$ cat src/hdl/cfp_pkg.sv
// cfp_pkg: shared types and constants for the camera frame packetizer.
// Used by cfp_regs, cfp_ctrl, cfp_dp and camera_frame_packetizer.
package cfp_pkg;

  // Frame and packet header lengths in bytes
  localparam int HEADER_BYTES        = 14;
  localparam int PACKET_HEADER_BYTES = 4;

  // Frame size in bytes (up to 2048 * 2048 * 2) and divider steps
  localparam int TOTAL_W   = 24;
  localparam int DIV_STEPS = TOTAL_W;
  localparam int CNT_W     = 5;
  localparam int IDX_W     = 4;

  // Dimension saturation limit
  localparam logic [11:0] DIM_LIMIT = 12'd2048;

  // Configuration register indexes and reset values
  localparam logic [2:0] REG_SYNC_WORD  = 3'd0;
  localparam logic [2:0] REG_END_WORD   = 3'd1;
  localparam logic [2:0] REG_PIX_COLS   = 3'd2;
  localparam logic [2:0] REG_PIX_ROWS   = 3'd3;
  localparam logic [2:0] REG_CHUNK_SIZE = 3'd4;
  localparam int PADDR_W = 5;

  localparam logic [11:0] WIDTH_RST  = 12'd320;
  localparam logic [11:0] HEIGHT_RST = 12'd240;
  localparam logic [15:0] CHUNK_RST  = 16'd1024;

  // Byte source selected for the output register
  localparam logic [1:0] PH_FHDR = 2'd0;
  localparam logic [1:0] PH_PHDR = 2'd1;
  localparam logic [1:0] PH_DATA = 2'd2;

  typedef struct packed {
    logic [15:0] sync_word;
    logic [15:0] end_word;
    logic [11:0] pix_cols;
    logic [11:0] pix_rows;
    logic [15:0] chunk_size;
  } cfp_cfg_t;

  // Controller to datapath commands
  typedef struct packed {
    logic             load_in;
    logic             mul;
    logic             div_init;
    logic             div_step;
    logic             emit;
    logic [1:0]       phase;
    logic [IDX_W-1:0] idx;
    logic             last;
    logic             start_commit;
    logic             pkt_open;
    logic             pixel_commit;
  } cfp_cmd_t;

  // Datapath to controller status
  typedef struct packed {
    logic frame_active;
    logic chunk_zero;
    logic out_free;
  } cfp_stat_t;

endpackage

$ cat src/hdl/cfp_regs.sv
// cfp_regs: APB-style configuration registers of the packetizer.
// Depends on cfp_pkg for register indexes, reset values and cfp_cfg_t.
module cfp_regs (
  input  logic                        clk,
  input  logic                        rst_n,
  input  logic                        psel,
  input  logic                        penable,
  input  logic                        pwrite,
  input  logic [cfp_pkg::PADDR_W-1:0] paddr,
  input  logic [31:0]                 pwdata,
  output logic [31:0]                 prdata,
  output logic                        pready,
  output cfp_pkg::cfp_cfg_t           cfg
);
  import cfp_pkg::*;

  cfp_cfg_t   cfg_r, cfg_nxt;
  logic       wr_en;
  logic [2:0] reg_idx;

  assign pready  = 1'b1;
  assign wr_en   = psel & penable & pwrite;
  assign reg_idx = paddr[4:2];
  assign cfg     = cfg_r;

  // Register write decode
  always_comb begin
    cfg_nxt = cfg_r;
    if (wr_en) begin
      case (reg_idx)
        REG_SYNC_WORD:  cfg_nxt.sync_word  = pwdata[15:0];
        REG_END_WORD:   cfg_nxt.end_word   = pwdata[15:0];
        REG_PIX_COLS:   cfg_nxt.pix_cols   = pwdata[11:0];
        REG_PIX_ROWS:   cfg_nxt.pix_rows   = pwdata[11:0];
        REG_CHUNK_SIZE: cfg_nxt.chunk_size = pwdata[15:0];
        default:        cfg_nxt = cfg_r;
      endcase
    end
  end

  always_ff @(posedge clk) begin
    if (!rst_n) begin
      cfg_r.sync_word  <= 16'd0;
      cfg_r.end_word   <= 16'd0;
      cfg_r.pix_cols   <= WIDTH_RST;
      cfg_r.pix_rows   <= HEIGHT_RST;
      cfg_r.chunk_size <= CHUNK_RST;
    end else begin
      cfg_r <= cfg_nxt;
    end
  end

  // Read mux
  always_comb begin
    case (reg_idx)
      REG_SYNC_WORD:  prdata = {16'd0, cfg_r.sync_word};
      REG_END_WORD:   prdata = {16'd0, cfg_r.end_word};
      REG_PIX_COLS:   prdata = {20'd0, cfg_r.pix_cols};
      REG_PIX_ROWS:   prdata = {20'd0, cfg_r.pix_rows};
      REG_CHUNK_SIZE: prdata = {16'd0, cfg_r.chunk_size};
      default:        prdata = 32'd0;
    endcase
  end

endmodule

$ cat src/hdl/cfp_dp.sv
// cfp_dp: packetizer datapath: frame state, size multiplier, packet-count
// divider, header byte mux and output register. Depends on cfp_pkg.
module cfp_dp (
  input  logic               clk,
  input  logic               rst_n,
  input  cfp_pkg::cfp_cfg_t  cfg,
  input  cfp_pkg::cfp_cmd_t  cmd,
  output cfp_pkg::cfp_stat_t stat,
  input  logic [7:0]         in_pixel_byte,
  output logic               out_valid,
  input  logic               out_ready,
  output logic [7:0]         out_byte,
  output logic               out_packet_end,
  output logic               out_frame_end,
  output logic               out_run_last
);
  import cfp_pkg::*;

  // Frame state
  logic               frame_active_r, frame_active_nxt;
  logic [15:0]        frame_number_r, frame_number_nxt;
  logic [TOTAL_W-1:0] bytes_left_r, bytes_left_nxt;
  logic [15:0]        packet_number_r, packet_number_nxt;
  logic [15:0]        chunk_left_r, chunk_left_nxt;

  // Arithmetic payload
  logic [7:0]         pix_r;
  logic [22:0]        prod_r;
  logic [TOTAL_W-1:0] total_r;
  logic [TOTAL_W-1:0] quo_r;
  logic [15:0]        rem_r;

  // Output register
  logic       out_valid_r, out_valid_nxt;
  logic [7:0] out_byte_r;
  logic       out_pe_r, out_fe_r, out_last_r;

  logic [11:0]        w_sat, h_sat;
  logic [23:0]        prod_full;
  logic [15:0]        eff_c;
  logic [TOTAL_W-1:0] total_full;
  logic [16:0]        trial, diff;
  logic               ge;
  logic [15:0]        len;
  logic [15:0]        cl_dec;
  logic [TOTAL_W-1:0] bl_dec;
  logic               pe, fe;
  logic [7:0]         sel_byte;
  logic               sel_pe, sel_fe;
  logic               out_free;

  // Size arithmetic
  assign w_sat      = (cfg.pix_cols > DIM_LIMIT) ? DIM_LIMIT : cfg.pix_cols;
  assign h_sat      = (cfg.pix_rows > DIM_LIMIT) ? DIM_LIMIT : cfg.pix_rows;
  assign prod_full  = w_sat * h_sat;
  assign eff_c      = (cfg.chunk_size == 16'd0) ? 16'd1 : cfg.chunk_size;
  assign total_full = {prod_r, 1'b0};

  // One restoring division step per cycle
  assign trial = {rem_r, quo_r[TOTAL_W-1]};
  assign ge    = (trial >= {1'b0, eff_c});
  assign diff  = trial - {1'b0, eff_c};

  // Packet length and data byte flags
  assign len    = (bytes_left_r < TOTAL_W'(eff_c)) ? bytes_left_r[15:0] : eff_c;
  assign cl_dec = chunk_left_r - 16'd1;
  assign bl_dec = bytes_left_r - TOTAL_W'(1);
  assign fe     = (bl_dec == '0);
  assign pe     = (cl_dec == 16'd0) | fe;

  always_ff @(posedge clk) begin
    if (cmd.load_in) pix_r <= in_pixel_byte;
    if (cmd.mul)     prod_r <= prod_full[22:0];
    if (cmd.div_init) begin
      total_r <= total_full;
      quo_r   <= total_full + TOTAL_W'(eff_c) - TOTAL_W'(1);
      rem_r   <= 16'd0;
    end else if (cmd.div_step) begin
      quo_r <= {quo_r[TOTAL_W-2:0], ge};
      rem_r <= ge ? diff[15:0] : trial[15:0];
    end
  end

  // Byte select
  always_comb begin
    sel_byte = 8'd0;
    sel_pe   = 1'b0;
    sel_fe   = 1'b0;
    case (cmd.phase)
      PH_FHDR: begin
        case (cmd.idx)
          4'd0:    sel_byte = cfg.sync_word[15:8];
          4'd1:    sel_byte = cfg.sync_word[7:0];
          4'd2:    sel_byte = frame_number_r[7:0];
          4'd3:    sel_byte = frame_number_r[15:8];
          4'd4:    sel_byte = quo_r[7:0];
          4'd5:    sel_byte = quo_r[15:8];
          4'd6:    sel_byte = cfg.chunk_size[7:0];
          4'd7:    sel_byte = cfg.chunk_size[15:8];
          4'd8:    sel_byte = cfg.pix_cols[7:0];
          4'd9:    sel_byte = {4'd0, cfg.pix_cols[11:8]};
          4'd10:   sel_byte = cfg.pix_rows[7:0];
          4'd11:   sel_byte = {4'd0, cfg.pix_rows[11:8]};
          4'd12:   sel_byte = cfg.end_word[15:8];
          4'd13:   sel_byte = cfg.end_word[7:0];
          default: sel_byte = 8'd0;
        endcase
      end
      PH_PHDR: begin
        case (cmd.idx)
          4'd0:    sel_byte = packet_number_r[7:0];
          4'd1:    sel_byte = packet_number_r[15:8];
          4'd2:    sel_byte = len[7:0];
          4'd3:    sel_byte = len[15:8];
          default: sel_byte = 8'd0;
        endcase
      end
      PH_DATA: begin
        sel_byte = pix_r;
        sel_pe   = pe;
        sel_fe   = fe;
      end
      default: sel_byte = 8'd0;
    endcase
  end

  // Frame state update
  always_comb begin
    frame_active_nxt  = frame_active_r;
    frame_number_nxt  = frame_number_r;
    bytes_left_nxt    = bytes_left_r;
    packet_number_nxt = packet_number_r;
    chunk_left_nxt    = chunk_left_r;
    if (cmd.start_commit) begin
      bytes_left_nxt    = total_r;
      packet_number_nxt = 16'd0;
      chunk_left_nxt    = 16'd0;
      frame_active_nxt  = (total_r != '0);
      if (total_r == '0) frame_number_nxt = frame_number_r + 16'd1;
    end else if (cmd.pkt_open) begin
      chunk_left_nxt = len;
    end else if (cmd.pixel_commit) begin
      bytes_left_nxt = bl_dec;
      chunk_left_nxt = pe ? 16'd0 : cl_dec;
      if (pe) packet_number_nxt = packet_number_r + 16'd1;
      if (fe) begin
        frame_active_nxt = 1'b0;
        frame_number_nxt = frame_number_r + 16'd1;
      end
    end
  end

  always_ff @(posedge clk) begin
    if (!rst_n) begin
      frame_active_r  <= 1'b0;
      frame_number_r  <= 16'd0;
      bytes_left_r    <= '0;
      packet_number_r <= 16'd0;
      chunk_left_r    <= 16'd0;
    end else begin
      frame_active_r  <= frame_active_nxt;
      frame_number_r  <= frame_number_nxt;
      bytes_left_r    <= bytes_left_nxt;
      packet_number_r <= packet_number_nxt;
      chunk_left_r    <= chunk_left_nxt;
    end
  end

  // Output register
  assign out_free = ~out_valid_r | out_ready;

  always_comb begin
    out_valid_nxt = out_valid_r;
    if (cmd.emit)      out_valid_nxt = 1'b1;
    else if (out_ready) out_valid_nxt = 1'b0;
  end

  always_ff @(posedge clk) begin
    if (!rst_n) out_valid_r <= 1'b0;
    else        out_valid_r <= out_valid_nxt;
    if (cmd.emit) begin
      out_byte_r <= sel_byte;
      out_pe_r   <= sel_pe;
      out_fe_r   <= sel_fe;
      out_last_r <= cmd.last;
    end
  end

  assign out_valid      = out_valid_r;
  assign out_byte       = out_byte_r;
  assign out_packet_end = out_pe_r;
  assign out_frame_end  = out_fe_r;
  assign out_run_last   = out_last_r;

  assign stat.frame_active = frame_active_r;
  assign stat.chunk_zero   = (chunk_left_r == 16'd0);
  assign stat.out_free     = out_free;

  // An active frame always has bytes to come
  a_active_has_bytes: assert property (@(posedge clk) disable iff (!rst_n)
    frame_active_r |-> (bytes_left_r != '0))
    else $error("frame active with no bytes left");

  // Open packet never outlasts the frame
  a_chunk_within_frame: assert property (@(posedge clk) disable iff (!rst_n)
    TOTAL_W'(chunk_left_r) <= bytes_left_r)
    else $error("packet remainder exceeds frame remainder");

  // A byte is loaded only into a free output register
  a_emit_when_free: assert property (@(posedge clk) disable iff (!rst_n)
    cmd.emit |-> out_free)
    else $error("output byte overwritten");

endmodule

$ cat src/hdl/cfp_ctrl.sv
// cfp_ctrl: packetizer sequencer: input handshake, divider stepping and
// header/data byte emission. Depends on cfp_pkg.
module cfp_ctrl (
  input  logic               clk,
  input  logic               rst_n,
  input  logic               in_valid,
  output logic               in_ready,
  input  logic               in_mode,
  input  cfp_pkg::cfp_stat_t stat,
  output cfp_pkg::cfp_cmd_t  cmd
);
  import cfp_pkg::*;

  localparam logic [2:0] S_IDLE  = 3'd0;
  localparam logic [2:0] S_MUL   = 3'd1;
  localparam logic [2:0] S_DINIT = 3'd2;
  localparam logic [2:0] S_DIV   = 3'd3;
  localparam logic [2:0] S_FHDR  = 3'd4;
  localparam logic [2:0] S_PHDR  = 3'd5;
  localparam logic [2:0] S_DATA  = 3'd6;

  localparam logic [CNT_W-1:0] DIV_LAST  = CNT_W'(DIV_STEPS - 1);
  localparam logic [CNT_W-1:0] FHDR_LAST = CNT_W'(HEADER_BYTES - 1);
  localparam logic [CNT_W-1:0] PHDR_LAST = CNT_W'(PACKET_HEADER_BYTES - 1);

  logic [2:0]       state_r, state_nxt;
  logic [CNT_W-1:0] cnt_r, cnt_nxt;
  logic             accept;

  assign in_ready = (state_r == S_IDLE);
  assign accept   = in_valid & in_ready;

  // Next state and commands
  always_comb begin
    state_nxt = state_r;
    cnt_nxt   = cnt_r;
    cmd       = '0;
    cmd.idx   = cnt_r[IDX_W-1:0];
    case (state_r)
      S_IDLE: begin
        if (accept) begin
          cmd.load_in = 1'b1;
          cnt_nxt     = '0;
          if (!in_mode)                state_nxt = S_MUL;
          else if (!stat.frame_active) state_nxt = S_IDLE;
          else if (stat.chunk_zero)    state_nxt = S_PHDR;
          else                         state_nxt = S_DATA;
        end
      end
      S_MUL: begin
        cmd.mul   = 1'b1;
        state_nxt = S_DINIT;
      end
      S_DINIT: begin
        cmd.div_init = 1'b1;
        cnt_nxt      = '0;
        state_nxt    = S_DIV;
      end
      S_DIV: begin
        cmd.div_step = 1'b1;
        if (cnt_r == DIV_LAST) begin
          cnt_nxt   = '0;
          state_nxt = S_FHDR;
        end else begin
          cnt_nxt = cnt_r + CNT_W'(1);
        end
      end
      S_FHDR: begin
        cmd.phase = PH_FHDR;
        if (stat.out_free) begin
          cmd.emit = 1'b1;
          if (cnt_r == FHDR_LAST) begin
            cmd.last         = 1'b1;
            cmd.start_commit = 1'b1;
            state_nxt        = S_IDLE;
          end else begin
            cnt_nxt = cnt_r + CNT_W'(1);
          end
        end
      end
      S_PHDR: begin
        cmd.phase = PH_PHDR;
        if (stat.out_free) begin
          cmd.emit = 1'b1;
          if (cnt_r == PHDR_LAST) begin
            cmd.pkt_open = 1'b1;
            state_nxt    = S_DATA;
          end else begin
            cnt_nxt = cnt_r + CNT_W'(1);
          end
        end
      end
      S_DATA: begin
        cmd.phase = PH_DATA;
        if (stat.out_free) begin
          cmd.emit         = 1'b1;
          cmd.last         = 1'b1;
          cmd.pixel_commit = 1'b1;
          state_nxt        = S_IDLE;
        end
      end
      default: state_nxt = S_IDLE;
    endcase
  end

  always_ff @(posedge clk) begin
    if (!rst_n) begin
      state_r <= S_IDLE;
      cnt_r   <= '0;
    end else begin
      state_r <= state_nxt;
      cnt_r   <= cnt_nxt;
    end
  end

  // A start item always goes to the size multiply
  a_start_to_mul: assert property (@(posedge clk) disable iff (!rst_n)
    (accept && !in_mode) |=> (state_r == S_MUL))
    else $error("start item not sequenced");

  // Divider step count stays in range
  a_div_count: assert property (@(posedge clk) disable iff (!rst_n)
    (state_r == S_DIV) |-> (cnt_r <= DIV_LAST))
    else $error("divider step count out of range");

  // Header byte index stays in range
  a_hdr_count: assert property (@(posedge clk) disable iff (!rst_n)
    (state_r == S_FHDR) |-> (cnt_r <= FHDR_LAST))
    else $error("frame header index out of range");

endmodule

$ cat src/hdl/camera_frame_packetizer.sv
// Camera frame packetizer: frames RGB565 pixel bytes into a byte stream with
// a 14-byte frame header and a 4-byte header in front of every packet. A
// start item (mode 0) is sequenced through a multiply of width by height, a
// divider setup and the bit-serial packet-count divider, then the frame
// header goes out one byte per cycle through the single output register,
// stalling while that register is not free. A pixel byte that opens a packet
// is preceded by the four packet header bytes; a pixel byte while no frame
// is active is taken and dropped. Configuration sits on an APB-style port,
// one 32-bit register per 4 bytes of address.
// Built from cfp_regs, cfp_ctrl and cfp_dp; depends on cfp_pkg.
module camera_frame_packetizer (
  input  logic                        clk,
  input  logic                        rst_n,
  input  logic                        in_valid,
  output logic                        in_ready,
  input  logic                        in_mode,
  input  logic [7:0]                  in_pixel_byte,
  output logic                        out_valid,
  input  logic                        out_ready,
  output logic [7:0]                  out_byte,
  output logic                        out_packet_end,
  output logic                        out_frame_end,
  output logic                        out_run_last,
  input  logic                        psel,
  input  logic                        penable,
  input  logic                        pwrite,
  input  logic [cfp_pkg::PADDR_W-1:0] paddr,
  input  logic [31:0]                 pwdata,
  output logic [31:0]                 prdata,
  output logic                        pready
);
  import cfp_pkg::*;

  cfp_cfg_t  cfg;
  cfp_cmd_t  cmd;
  cfp_stat_t stat;

  cfp_regs u_regs (
    .clk     (clk),
    .rst_n   (rst_n),
    .psel    (psel),
    .penable (penable),
    .pwrite  (pwrite),
    .paddr   (paddr),
    .pwdata  (pwdata),
    .prdata  (prdata),
    .pready  (pready),
    .cfg     (cfg)
  );

  cfp_ctrl u_ctrl (
    .clk      (clk),
    .rst_n    (rst_n),
    .in_valid (in_valid),
    .in_ready (in_ready),
    .in_mode  (in_mode),
    .stat     (stat),
    .cmd      (cmd)
  );

  cfp_dp u_dp (
    .clk            (clk),
    .rst_n          (rst_n),
    .cfg            (cfg),
    .cmd            (cmd),
    .stat           (stat),
    .in_pixel_byte  (in_pixel_byte),
    .out_valid      (out_valid),
    .out_ready      (out_ready),
    .out_byte       (out_byte),
    .out_packet_end (out_packet_end),
    .out_frame_end  (out_frame_end),
    .out_run_last   (out_run_last)
  );

endmodule

$ cat config.mk
export PLATFORM = sky130hd
export DESIGN_NAME = camera_frame_packetizer
export DESIGN_NICKNAME = d
export VERILOG_FILES = /design/src/hdl/cfp_pkg.sv /design/src/hdl/cfp_regs.sv /design/src/hdl/cfp_dp.sv /design/src/hdl/cfp_ctrl.sv /design/src/hdl/camera_frame_packetizer.sv
export SDC_FILE = /design/constraint.sdc
export NUM_CORES = 1
export LEC_CHECK = 0
export BUFFER_PORTS_ARGS = -buffer_cell sky130_fd_sc_hd__buf_2
export CORE_UTILIZATION = 35
export DETAILED_ROUTE_END_ITERATION = 16
export GPL_TIMING_DRIVEN = 0
export PLACE_DENSITY = 0.52
export SYNTH_ARGS = -nofsm -noshare
export SYNTH_HDL_FRONTEND = slang
export SYNTH_SLANG_ARGS = --single-unit
$ cat constraint.sdc
create_clock -name clk -period 6.7 [get_ports clk]
set_input_delay 1.005 -clock clk [delete_from_list [all_inputs] [get_ports clk]]
set_output_delay 1.005 -clock clk [all_outputs]
set_load 0.005 [all_outputs]
==> impl_metrics.yaml <==
synthesis:
  ys_seq_elements: 259
  synthSimpleGateAreaFrac_pct: 20.7
  synthXorXnorAreaFrac_pct: 2.86
  synth_mux_area_share_pct: 3.99
  syn-instance-count: 2447
  syn_area_per_cell_um2: 8.50
  synth_compound_area_share_pct: 17.9
  synth_cell_type_count: 89
  ys_seq_area_share_pct: 29.2
  synth_top_family_by_area: "simple AND/OR/NAND/NOR gates"
  syn_area_um2: 20800
  synth-edff-count: 89
  yosysWarnings: 0
  dominantRegCellSynth: "dfxtp_1"
  synth_fa_ha_area_share_pct: 18.0
  async_reset_ff_share_pct: 0
global_route:
  antenna_found_initial: 0
  grt_max_degree: 34
  grt_pass1_vias: 17800
  gr-usage-all-layers_pct: 23.3
  overflow: 0
  grt_first_pass_wirelength_um: 108000
place:
  dpl-instance-area_um2: 22200
  post-dp-hpwl_um: 55800
  numPortBuffers: 61
  gp_congestion: 0.989
worst_setup_path:
  cp-end-kind: "flip-flop"
  crit_chain: "clkbuf_2 -> nor2b_1 -> clkbuf_2 -> nand2_1 -> fa_1 -> inv_1 -> fa_1 -> fa_1 -> fa_1 -> inv_1 -> fa_1 -> inv_1 -> ha_1 -> a21o_1 -> a21o_1 -> or3_1 -> o221ai_2 -> o2111ai_1 -> a21oi_1 -> xnor2_1"
  critPathMaxStageDelay_ps: 570
  critPathArrivalTime_ps: 6640
  cp_slowest_cell: "fa_1"
  crit_type: "flip-flop to flip-flop"
  cp_max_fo: 10
  cp_top_family: "adder cells"
  start_kind: "flip-flop"
  critPathMostFrequentCell: "fa_1"
  worst-path-buf-inv: 5
  required_ps: 7000
timing:
  worst_pin_slew_ps: 1280
  rsz0062_at_grt: "false"
  maxClockFrequency_mhz: 158
  period_needed_ps: 6340
  final_max_slew_viol_count: 0
  slew-limit-headroom_pct: 13.8
  hold_viol: 0
  post-route-period-util_pct: 94.6
  worst_clock_skew_ps: 32.0
  setup_viol: 0
final_layout:
  seq_area_um2: 6080
  multi_input_area_um2: 13300
  diodes: 0
  fin_nets: 2852
  fin_util_pct: 39.6
  drive_gt1_share_pct: 8.47
  n_fill_cell: 5999
  area_growth_pct: 12.0
  finalInstanceArea_um2: 23300
pwr:
  seqPwrFrac_pct: 41.4
  fin_total_pwr_mw: 4.12
  p_leak_nw: 9.63
  switching_share_pct: 27.6
  peakVddDrop_mv: 0.163
  p_int_mw: 2.98
  pwr-share-comb_pct: 14.1
  power_density_nw_per_um2: 177
  p_switching_mw: 1.14
  clkPwrFrac_pct: 44.5
cts:
  clk_pin_slew_ps: 60
  cts_max_level: 2
  clkSinkCount: 259
  cts_tree: "yes"
  tritoncts.num_buffers: 34
  post-cts-setup-buffer-count: 0
  cts_max_path_buffers: 3
  cts-root-buf: "clkbuf_16"
  clock_latency_ps: 550
detailed_routing:
  drtAntennaViolNets: 0
  drc: 0
  wl_per_cell_um: 21.0
  first_iter_violations: 1753
  wirelength_um: 70400
  vias: 18600
  detail_route.vias_per_cell: 5.53
  first_pass_iters: 6
floorplanning:
  die_area_um2: 60400
  coreArea_um2: 58900
  dieWidth_um: 246
  die_h_um: 246
  num_rows: 89
  start_util_pct: 35.3
  io_pins: 99
run_status:
  outcome: "finished clean"
worst_hold_path:
  min_path_type: "flip-flop to flip-flop"
flow_run:
  drv_cap: 0
-- metal layers --
layer | global-route usage (%) | share of wire [%] | up-vias
met5 | 0 | 0 | -
met4 | 7.18 | 2.8 | 0
met3 | 3.35 | 7.0 | 105
met2 | 37.3 | 46 | 711
met1 | 32.1 | 45 | 9039
li1 | - | - | 8737
-- logic make-up after synthesis --
group	after synthesis
AND/OR/NAND/NOR	892
AO/OA/AOI/OAI	528
buffers and inverters	384
flip-flops	259
adder cells (fa/ha/maj)	238
multiplexers	76
XOR/XNOR	68
other	2
-- power by group through the flow --
| stage | Combinational, mW | Clock, mW | Sequential (mW) |
|---|---|---|---|
| floorplan | 0.407 | 0 | 1.72 |
| global placement | 0.565 | 0 | 1.74 |
| detailed placement | 0.572 | 0 | 1.74 |
| CTS | 0.576 | 1.87 | 1.71 |
| global route | 0.646 | 1.93 | 1.71 |
| finish | 0.582 | 1.83 | 1.71 |
-- registers in the layout, indices dropped and copies added (netlist names) --
| register | cells |
|---|---|
| u_regs.cfg | 72 |
| u_dp.bytes_left_r | 24 |
| u_dp.quo_r | 24 |
| u_dp.prod_r | 23 |
| u_dp.total_r | 23 |
| u_dp.chunk_left_r | 16 |
| u_dp.frame_number_r | 16 |
| u_dp.packet_number_r | 16 |
| u_dp.rem_r | 16 |
| u_dp.out_byte | 8 |
| u_dp.pix_r | 8 |
| u_ctrl.cnt_r | 5 |
| u_ctrl.state_r | 3 |
| u_dp.frame_active_r | 1 |
| u_dp.out_frame_end | 1 |
| u_dp.out_packet_end | 1 |
| u_dp.out_run_last | 1 |
| u_dp.out_valid | 1 |
-- worst paths after layout --
check,start,end,slack (ps),cells past startpoint
worst min register to register,u_dp.rem_r[15],u_dp.rem_r[15],440,2
worst max-delay path,u_regs.cfg[27],u_dp.prod_r[21],360,20
worst min-delay path,u_dp.rem_r[15],u_dp.rem_r[15],440,2
worst max register to register,u_regs.cfg[27],u_dp.prod_r[21],360,20
-- cell usage in the layout, fill, tap and decap left out, types with 39 or more instances in the layout --
cell type and n:
a21boi_0 72, a21oi_1 106, a22oi_1 50, buf_2 64, clkbuf_1 115, dfxtp_1 170
edfxtp_1 89, fa_1 101, ha_1 137, inv_1 229, mux2i_1 48, nand2_1 368
nand2b_1 53, nand3_1 68, nor2_1 137, nor2b_1 49, o21ai_0 65, xnor2_1 39
-- layout make-up --
cell class              count  share of cell area [%]
plain buffers             154                    2.96
clock buffers              45                    3.96
clock inverters            17                   0.805
inverters                 230                    3.70
multi-input cells        1819                    57.0
flip-flops and latches    259                    26.1
well taps                 773                    4.15
repair buffers             63                    1.41
-- per-stage QoR --
stage	hold slack, ps	TNS, ps	instances	setup WS (ps)
finish	442	0	3360	361
global route	474	0	3360	39.9
CTS	442	0	3360	39.8
detailed placement	435	-69.1	3298	-69.1
global placement	428	-83.9	3296	-83.9
floorplan	416	0	2462	1070
-- synthesized netlist by cell type, types with 24 or more instances --
library cell  instances  area share, %
a21boi_0             72            2.6
a21oi_1             107            2.6
a22oi_1              50            1.8
and2_1               38            1.1
clkbuf_1            118            2.1
dfxtp_1             170             16
edfxtp_1             89             13
fa_1                101            9.7
ha_1                137            8.2
inv_1               229            4.1
mux2_2               25            1.4
mux2i_1              48            2.3
nand2_1             368            6.6
nand2b_1             53            1.6
nand3_1              68            1.6
nand4_1              26           0.78
nor2_1              138            2.5
nor2b_1              51            1.5
nor3_1               33           0.79
nor4_1               24           0.72
o211ai_1             29            1.0
o21ai_0              65            1.6
xnor2_1              39            1.6
xor2_1               29            1.2
-- worst register-to-register path, delay by kind of cell (launching register included) --
kind	cells	cell delay [ps]
buffers and inverters	5	720
AO/OA/AOI/OAI	5	1070
flip-flops	1	360
XOR/XNOR	1	220
adder cells (fa/ha/maj)	6	2990
AND/OR/NAND/NOR	3	760
-- what timing repair did --
action / in CTS / in global routing
gates resized for setup: 6 / 11
setup endpoints to repair: 1 / 2
hold buffers: 0 / 0
Power figures use the tool's default switching activity.
